===== config.mk =====
export PLATFORM = sky130hd
export DESIGN_NAME = hte_ctrl
export DESIGN_NICKNAME = d
export VERILOG_FILES = /design/src/hdl/hte_pkg.sv /design/src/hdl/hte_ctrl.sv
export SDC_FILE = /design/constraint.sdc
export NUM_CORES = 1
export LEC_CHECK = 0
export BUFFER_PORTS_ARGS = -buffer_cell sky130_fd_sc_hd__buf_2
export CAP_MARGIN = 40
export CORE_MARGIN = 2
export CORE_UTILIZATION = 45
export DETAILED_ROUTE_END_ITERATION = 10
export GPL_TIMING_DRIVEN = 1
export PLACE_DENSITY = 0.74
export SLEW_MARGIN = 20
export SYNTH_ARGS = -nofsm -noshare
export SYNTH_HDL_FRONTEND = slang
export SYNTH_SLANG_ARGS = --single-unit

===== constraint.sdc =====
create_clock -name clk -period 1.36 [get_ports clk]
set_input_delay 0.204 -clock clk [delete_from_list [all_inputs] [get_ports clk]]
set_output_delay 0.204 -clock clk [all_outputs]
set_load 0.01 [all_outputs]

===== src/hdl/hte_pkg.sv =====
`timescale 1ns / 1ps
// shared types, codes and helpers of the hover thrust estimator
package hte_pkg;

  // fixed formats and constants
  localparam logic [15:0] HOVER_LO    = 16'd3277;
  localparam logic [15:0] HOVER_HI    = 16'd62259;
  localparam logic [63:0] COV_INIT    = 64'd1000000 << 24;
  localparam logic [16:0] FORGET_ONE  = 17'd65536;
  localparam logic [16:0] THRUST_ONE  = 17'd65536;
  localparam int          CFG_DATA_W  = 24;
  localparam int          CFG_IDX_W   = 3;
  localparam int          DIV_ITER_W  = 8;
  localparam logic [DIV_ITER_W-1:0] ITER_FULL = 8'd128;
  localparam logic [DIV_ITER_W-1:0] ITER_EST  = 8'd64;
  localparam logic [DIV_ITER_W-1:0] ITER_GAIN = 8'd41;

  // register reset values
  localparam logic [23:0] GRAVITY_RST   = 24'd642908;
  localparam logic [15:0] INIT_HOV_RST  = 16'd32768;
  localparam logic [19:0] DLY_MIN_RST   = 20'd0;
  localparam logic [19:0] DLY_MAX_RST   = 20'd500000;
  localparam logic [16:0] FORGET_RST    = 17'd65405;
  localparam logic [15:0] HOV_MIN_RST   = 16'd3277;
  localparam logic [15:0] HOV_MAX_RST   = 16'd58982;

  // configuration register indexes
  typedef enum logic [CFG_IDX_W-1:0] {
    REG_GRAVITY   = 3'd0,
    REG_INIT_HOV  = 3'd1,
    REG_DLY_MIN   = 3'd2,
    REG_DLY_MAX   = 3'd3,
    REG_FORGET    = 3'd4,
    REG_HOV_MIN   = 3'd5,
    REG_HOV_MAX   = 3'd6
  } cfg_reg_t;

  // result status codes
  typedef enum logic [2:0] {
    ST_UPDATED    = 3'd0,
    ST_NO_ENTRY   = 3'd1,
    ST_TOO_RECENT = 3'd2,
    ST_BAD_ACCEL  = 3'd3,
    ST_NUMERIC    = 3'd4,
    ST_RECORDED   = 3'd5
  } status_t;

  // which operation the shared units serve
  typedef enum logic [2:0] {
    U_INIT, U_DEN, U_NUM, U_PN, U_KN, U_EST, U_GAIN
  } unit_sel_t;

  // controller states
  typedef enum logic [4:0] {
    S_INIT, S_INIT_DIV, S_INIT_WAIT, S_IDLE, S_DECODE, S_REC, S_ACC,
    S_FETCH, S_CHECK, S_SMUL, S_DEN, S_DEN_WAIT, S_NUM, S_NUM_WAIT,
    S_PN, S_PN_WAIT, S_KN, S_KN_WAIT, S_KCHK, S_EST, S_EST_WAIT,
    S_ECHK, S_GAIN, S_GAIN_WAIT, S_OUT
  } state_t;

  typedef struct packed {
    logic                 action;
    logic [16:0]          thrust_cmd;
    logic signed [31:0]   accel_z;
    logic [31:0]          timestamp_us;
  } in_item_t;

  typedef struct packed {
    status_t              status;
    logic                 clamped;
    logic [31:0]          gain_estimate;
    logic [15:0]          hover_estimate;
  } out_item_t;

  // controller to datapath
  typedef struct packed {
    logic       load_item;
    logic       cfg_write;
    logic       init_load;
    logic       push;
    logic       pop;
    logic       take_entry;
    logic       small_mul;
    logic       mul_start;
    logic       div_start;
    logic       latch;
    unit_sel_t  sel;
    logic       set_status;
    status_t    status_code;
  } cmd_t;

  // datapath to controller
  typedef struct packed {
    logic is_rec;
    logic acc_bad;
    logic empty;
    logic too_old;
    logic too_recent;
    logic zero_k;
    logic zero_h;
    logic cfg_known;
    logic mul_done;
    logic div_done;
  } dp_status_t;

  // saturate a 64 bit quotient to 32 bits
  function automatic logic [31:0] sat32(input logic [63:0] v);
    return (v[63:32] != 32'd0) ? 32'hFFFF_FFFF : v[31:0];
  endfunction

endpackage


===== src/hdl/hte_ctrl.sv =====
`timescale 1ns / 1ps
// controller: sequences record, sample and re-initialisation steps
module hte_ctrl
  import hte_pkg::*;
(
  input  logic       clk,
  input  logic       rst,
  input  logic       start,
  input  logic       cfg_valid,
  input  dp_status_t st,
  output logic       busy,
  output logic       cfg_ready,
  output logic       result_valid,
  output cmd_t       cmd
);

  state_t state;
  state_t state_next;

  // state register
  always_ff @(posedge clk) begin
    if (rst) state <= S_INIT;
    else state <= state_next;
  end

  // next state
  always_comb begin
    state_next = state;
    unique case (state)
      S_INIT:      state_next = S_INIT_DIV;
      S_INIT_DIV:  state_next = S_INIT_WAIT;
      S_INIT_WAIT: if (st.div_done) state_next = S_IDLE;
      S_IDLE: begin
        if (start) state_next = S_DECODE;
        else if (cfg_valid && st.cfg_known) state_next = S_INIT;
      end
      S_DECODE:    state_next = st.is_rec ? S_REC : S_ACC;
      S_REC:       state_next = S_OUT;
      S_ACC:       state_next = st.acc_bad ? S_OUT : S_FETCH;
      S_FETCH:     state_next = st.empty ? S_OUT : S_CHECK;
      S_CHECK: begin
        priority if (st.too_old) state_next = S_FETCH;
        else if (st.too_recent) state_next = S_OUT;
        else state_next = S_SMUL;
      end
      S_SMUL:      state_next = S_DEN;
      S_DEN:       state_next = S_DEN_WAIT;
      S_DEN_WAIT:  if (st.mul_done) state_next = S_NUM;
      S_NUM:       state_next = S_NUM_WAIT;
      S_NUM_WAIT:  if (st.mul_done) state_next = S_PN;
      S_PN:        state_next = S_PN_WAIT;
      S_PN_WAIT:   if (st.div_done) state_next = S_KN;
      S_KN:        state_next = S_KN_WAIT;
      S_KN_WAIT:   if (st.div_done) state_next = S_KCHK;
      S_KCHK:      state_next = st.zero_k ? S_OUT : S_EST;
      S_EST:       state_next = S_EST_WAIT;
      S_EST_WAIT:  if (st.div_done) state_next = S_ECHK;
      S_ECHK:      state_next = st.zero_h ? S_OUT : S_GAIN;
      S_GAIN:      state_next = S_GAIN_WAIT;
      S_GAIN_WAIT: if (st.div_done) state_next = S_OUT;
      S_OUT:       state_next = S_IDLE;
      default:     state_next = S_INIT;
    endcase
  end

  // commands
  always_comb begin
    cmd          = '0;
    cmd.sel      = U_INIT;
    busy         = (state != S_IDLE);
    cfg_ready    = (state == S_IDLE) && !start;
    result_valid = (state == S_OUT);
    unique case (state)
      S_INIT:      cmd.init_load = 1'b1;
      S_INIT_DIV:  cmd.div_start = 1'b1;
      S_INIT_WAIT: cmd.latch = st.div_done;
      S_IDLE: begin
        cmd.load_item = start;
        cmd.cfg_write = cfg_valid && !start;
      end
      S_REC: begin
        cmd.push        = 1'b1;
        cmd.set_status  = 1'b1;
        cmd.status_code = ST_RECORDED;
      end
      S_ACC: begin
        cmd.set_status  = st.acc_bad;
        cmd.status_code = ST_BAD_ACCEL;
      end
      S_FETCH: begin
        cmd.set_status  = st.empty;
        cmd.status_code = ST_NO_ENTRY;
      end
      S_CHECK: begin
        priority if (st.too_old) begin
          cmd.pop = 1'b1;
        end else if (st.too_recent) begin
          cmd.set_status  = 1'b1;
          cmd.status_code = ST_TOO_RECENT;
        end else begin
          cmd.pop        = 1'b1;
          cmd.take_entry = 1'b1;
        end
      end
      S_SMUL:      cmd.small_mul = 1'b1;
      S_DEN: begin
        cmd.sel = U_DEN; cmd.mul_start = 1'b1;
      end
      S_DEN_WAIT: begin
        cmd.sel = U_DEN; cmd.latch = st.mul_done;
      end
      S_NUM: begin
        cmd.sel = U_NUM; cmd.mul_start = 1'b1;
      end
      S_NUM_WAIT: begin
        cmd.sel = U_NUM; cmd.latch = st.mul_done;
      end
      S_PN: begin
        cmd.sel = U_PN; cmd.div_start = 1'b1;
      end
      S_PN_WAIT: begin
        cmd.sel = U_PN; cmd.latch = st.div_done;
      end
      S_KN: begin
        cmd.sel = U_KN; cmd.div_start = 1'b1;
      end
      S_KN_WAIT: begin
        cmd.sel = U_KN; cmd.latch = st.div_done;
      end
      S_KCHK: begin
        cmd.set_status  = st.zero_k;
        cmd.status_code = ST_NUMERIC;
      end
      S_EST: begin
        cmd.sel = U_EST; cmd.div_start = 1'b1;
      end
      S_EST_WAIT: begin
        cmd.sel = U_EST; cmd.latch = st.div_done;
      end
      S_ECHK: begin
        cmd.set_status  = st.zero_h;
        cmd.status_code = ST_NUMERIC;
      end
      S_GAIN: begin
        cmd.sel = U_GAIN; cmd.div_start = 1'b1;
      end
      S_GAIN_WAIT: begin
        cmd.sel         = U_GAIN;
        cmd.latch       = st.div_done;
        cmd.set_status  = st.div_done;
        cmd.status_code = ST_UPDATED;
      end
      default: ;
    endcase
  end

  // a result strobe lasts one cycle
  a_strobe_pulse: assert property (@(posedge clk) disable iff (rst)
    result_valid |=> !result_valid)
    else $error("result strobe longer than one cycle");

  // an accepted item keeps the block busy
  a_busy_after_start: assert property (@(posedge clk) disable iff (rst)
    (start && !busy) |=> busy)
    else $error("item accepted but block not busy");

  // no config beat while an item is taken
  a_cfg_excl: assert property (@(posedge clk) disable iff (rst)
    !(cmd.cfg_write && cmd.load_item))
    else $error("config write and item accept in one cycle");

endmodule


==> results of run 1 <==
[stage by stage]
step                      worst slack, ns  hold slack (ns)  setup TNS, ns  area [um^2]
after global placement            -0.3154           0.5573         -3.717         1375
after detailed placement          -0.4234           0.5876         -4.609         1375
after CTS                         -0.4676           0.3119         -7.625         1808
after floorplan                   -0.1443           0.3852        -0.7985         1054
[logic make-up after synthesis]
family                    share of synthesized area
and+or+nand+nor                              0.3681
AOI/OAI and AO/OA                            0.3826
buffers and inverters                        0.1135
DFF                                          0.1055
xor gates and xnor gates                    0.01847
muxes                                       0.01187
[what timing repair did]
item	CTS
endpoints found under the hold margin	0
setup endpoints to repair	25
gates resized for setup	73
cloned	0
pin swaps	7
setup buffers	16
hold buffers	0
[Yosys cell counts, types with 2 or more instances]
cell type and n:
nand2_1 10, buf_2 11, o21ai_0 9, dfxtp_1 5
buf_6 2, a32o_1 2, and3b_1 2, inv_1 4
nor2b_1 4, o22ai_1 3, and2_1 4, nor3_1 10
a31oi_1 2, nand2b_1 4, o21bai_1 2, and3_1 4
a21oi_1 12, nor4_1 2, nor2_1 10, o2bb2ai_1 4
clkbuf_1 2
==> impl_results.md, run 1 <==
* Post-synth EDFFs at 0
* GRT repair_timing worst endpoint: cmd[7]
* Port bufs at 33
* Post-Synthesis Mean Instance Area at 6.923 um^2
* Post-synth top area share at 0.1055
* First Err: [ERROR DPL-0038] Utilization greater than 100%, impossible to legalize
* Last stage: 5_1_grt
* Die Width at 49.91 um
* Cts bufs inserted at 3
* Synth Flop Type: dfxtp_1
* Status: aborted with a tool error
* # placed instances at 214
* CTS Buffer Depth at 2
* TritonCTS sink count at 5
* Yosys reg bits at 5
* Distinct cell type count after synthesis at 50
* Core Rows at 16
* Seq/Total Area, Yosys at 0.1055
* Gpl congestion at 0.9083
* Post-synth ARST share at 0
* CTS H-Tree Depth at 1
* Top cells by area, synth: dfxtp_1 11%, a21oi_1 6.3%, buf_2 5.8%, nor3_1 5.3%, o21ai_0 4.7%
* Yosys top cell by area: dfxtp_1
* Starting Density at 0.4785
* Syn. warnings at 0
* IO Count at 34
* Hpwl dp at 2811 um
* CTS root buffer: clkbuf_4
* Pin count of the biggest net entering global routing at 15
* Syn Nets at 151
* Synth Instances at 137
* Die Y-Extent at 49.91 um
* Synthesized cell area at 948.4 um^2
* Worst EP Category: output port
==> inputs of run 2 (changes only) <==
--- a/config.mk
+++ b/config.mk
@@ -7,11 +7,11 @@
 export LEC_CHECK = 0
 export BUFFER_PORTS_ARGS = -buffer_cell sky130_fd_sc_hd__buf_2
 export CAP_MARGIN = 40
-export CORE_MARGIN = 2
-export CORE_UTILIZATION = 45
+export CORE_AREA = 2 2 63 65
 export DETAILED_ROUTE_END_ITERATION = 10
+export DIE_AREA = 0 0 65 67
 export GPL_TIMING_DRIVEN = 1
-export PLACE_DENSITY = 0.74
+export PLACE_DENSITY_LB_ADDON = 0.15
 export SLEW_MARGIN = 20
 export SYNTH_ARGS = -nofsm -noshare
 export SYNTH_HDL_FRONTEND = slang
==> constraint.sdc (replaced) <==
create_clock -name clk -period 1.8 [get_ports clk]
set_input_delay 0.27 -clock clk [delete_from_list [all_inputs] [get_ports clk]]
set_output_delay 0.27 -clock clk [all_outputs]
set_load 0.01 [all_outputs]
==> run 2 against run 1 <==
- the flow now finishes, with violations (setup timing)
- synthesized cell count unchanged
- synthesized area unchanged
==> impl_results.md, run 2 <==
* Overall routed net length at 3380 um
* Final setup viols at 3
* CP arrival at 1.57 ns
* Seq/Total Area, Yosys at 0.1055 (unchanged)
* Biggest regs: state: 5 flops
* Remaining Overflow, GRT at 0
* MaxCap Viol Count at 0
* Cts bufs inserted at 3 (unchanged)
* Hold path start: rst
* Peak VDD IR at 374.2 uV
* Pwr dens at 1084 nW/um^2
* Crit path kind: reg2out
* Post-route ant nets at 0
* Port bufs at 33 (unchanged)
* Met2 Wirelength at 1688 um
* Area taken by multi-input logic gates at 833.3 um^2
* Post-placement worst setup slack at 0.05134 ns (+0.4748 ns)
* Biggest register: state
* Final worst clock skew at 0.0006263 ns
* Status: complete, but fails checks
* Most frequent cells in the layout: 33 x buf_2, 23 x buf_4, 11 x a21oi_1
* Final core occ at 0.4046
* CP endpoint kind: primary output
* Hold Path Stages at 3
* Synth Flop Type: dfxtp_1
* Syn Nets at 151 (unchanged)
* Final Max Slew Viols at 0
* Slew headroom at 0.7821
* Antenna violations before repair at 0
* FF/Latch Area at 113.9 um^2
* Slew @ Worst Pin at 0.3241 ns
* Fin worst setup slack at -0.04473 ns
* Max Clock Freq at 542.1 MHz
* Post-synth top area share at 0.1055 (unchanged)
* Drc violations at 0
* Synthesized cell area at 948.4 um^2 (unchanged)
* Core Area at 3606 um^2
* CTS tree: done
* Clk Latency, worst-skew pair at 0.22 ns
* Synth Instances at 137 (unchanged)
* Hold buffer count at CTS at 0 (unchanged)
* Area growth syn-to-layout at 53.83%
* Pin count of the biggest net entering global routing at 18
* Post-Synthesis Mean Instance Area at 6.923 um^2 (unchanged)
* CTS clk-pin slew, worst paths at 0.04 ns
* CTS H-Tree Depth at 1 (unchanged)
* Syn. warnings at 0 (unchanged)
* DIE AREA at 4355 um^2
* Commonest cells post-synth: 12 x a21oi_1, 11 x buf_2, 10 x nand2_1, 10 x nor2_1, 10 x nor3_1
* R2r endpoint: state[0]
* P_leak at 0.6232 nW
* Die Width at 65 um (+30%)
* ANT cells at 0
* Hpwl dp at 2613 um (-7.1%)
* Core Rows at 22 (+6)
* CTS root buffer: clkbuf_8
* DRT met1 WL at 1514 um
* Hold crit path type: in2reg
* Vias at 1247
* Post-synth ARST share at 0 (unchanged)
* R2R Path Start: state[2]
* Layout cells sized above 1 at 0.5135
* Max reg flops at 5
* Top-count cell post-synth: a21oi_1
* Top cells by area, synth: dfxtp_1 11%, a21oi_1 6.3%, buf_2 5.8%, nor3_1 5.3%, o21ai_0 4.7%
* Tot GR Track Use at 0.1543
* Yosys reg bits at 5 (unchanged)
* Fillers at 391
* Starting Density at 0.2630 (-0.2155)
* IO Count at 34 (unchanged)
* Fin. Hold Viols at 0
* RSZ-0062 raised after global routing: true
* Drt first pass iters at 4
* Top Layer Used: met4
* Drt initial violations at 78
* Crit start category: register
* Failing checks: setup timing
* Worst EP required at 1.53 ns
* CTS Buffer Depth at 2 (unchanged)
* Setup TNS at -0.09142 ns
* Most common cell after layout, fill and taps aside: buf_2
* Vias in the first global route at 1130
* WL met3 at 132 um
* Worst Hold End: state[3]
* Via-to-Cell Ratio at 5.352
* Critical-path maximum fanout at 4
* First-pass GRT wire length at 5361 um
* Net count, final at 200
* Worst reg-to-reg path cell count at 6
* TritonCTS sink count at 5 (unchanged)
* Yosys top cell by area: dfxtp_1
* Post-synth EDFFs at 0 (unchanged)
* Fin crit share at 1.025
* Distinct cell type count after synthesis at 50 (unchanged)
* Tmin final at 1.845 ns
* Wire per inst at 14.51 um
* Gpl congestion at 0.8069 (-11%)
* Reg2Reg Setup Slack at 0.14 ns
* Die Y-Extent at 67 um (+34%)
run 2: cell counts after synthesis:
Identical to the previous run, type by type.
run 2: what timing repair did:
action	CTS	global route
buffers inserted	1	0
gates cloned	0	0
pin swaps	0	1
gates resized for setup	19	15
endpoints found under the setup margin	12	8
run 2: stage by stage:
step	cell area (um^2)	total power (W)	std cells	hold WS (ns)
2_1_floorplan	948.4	0.0008334	137	0.4515
3_3_place_gp	1289	0.001226	228	0.5957
3_5_place_dp	1289	0.001221	228	0.5776
4_1_cts	1409	0.001524	233	0.3983
5_1_grt	1459	0.001707	233	0.4064
6_report	1459	0.001581	233	0.3961
run 2: how the worst max path moves through the flow:
stage                     startpoint  depth (start not counted)  slack [ns]       end
after floorplan             state[0]                          6        0.08    cmd[3]
after global placement      state[2]                          6        0.06    cmd[7]
after detailed placement    state[0]                          5        0.05  state[0]
after CTS                   state[2]                          6       -0.04    cmd[7]
after global routing        state[2]                          6       -0.11    cmd[3]
final                       state[2]                          6       -0.04    cmd[7]
run 2: power by group:
part	switching (W)	internal [W]	total, W	leakage, nW
clock network	0.0000518	0.000152	0.000204	0.0228
logic	0.000598	0.000549	0.00115	0.557
registers	0.0000797	0.000152	0.000231	0.0438
total	0.000729	0.000852	0.00158	0.623
run 2: per-layer routing:
layer | up-vias | global-route usage
met4 | 0 | 0.03989
li1 | 608 | -
met2 | 35 | 0.2758
met3 | 8 | 0.01689
met5 | - | 0
met1 | 596 | 0.1958
run 2: critical path: stages, from the launching register on:
cell and delay (ns):
dfxtp_4 0.36, buf_6 0.12, and4b_4 0.20, o31ai_4 0.26, nand2_1 0.08, a32o_1 0.20, buf_2 0.14
run 2: logic make-up (layout without fill, tap and decap cells):
| kind of cell | after synthesis | after routing | share of synthesized area |
|---|---|---|---|
| buffers and inverters | 20 | 68 | 0.1135 |
| and+or+nand+nor | 60 | 60 | 0.3681 |
| muxes | 1 | 1 | 0.01187 |
| DFF | 5 | 5 | 0.1055 |
| AOI/OAI and AO/OA | 49 | 49 | 0.3826 |
| xor gates and xnor gates | 2 | 2 | 0.01847 |
run 2: cell type report:
class,count,area share
clock buffers,4,0.03087
inverters,4,0.01029
multi-input cells,112,0.5712
repair buffers,60,0.2684
flip-flops and latches,5,0.07804
well taps,48,0.04117
Power figures use the tool's default switching activity.
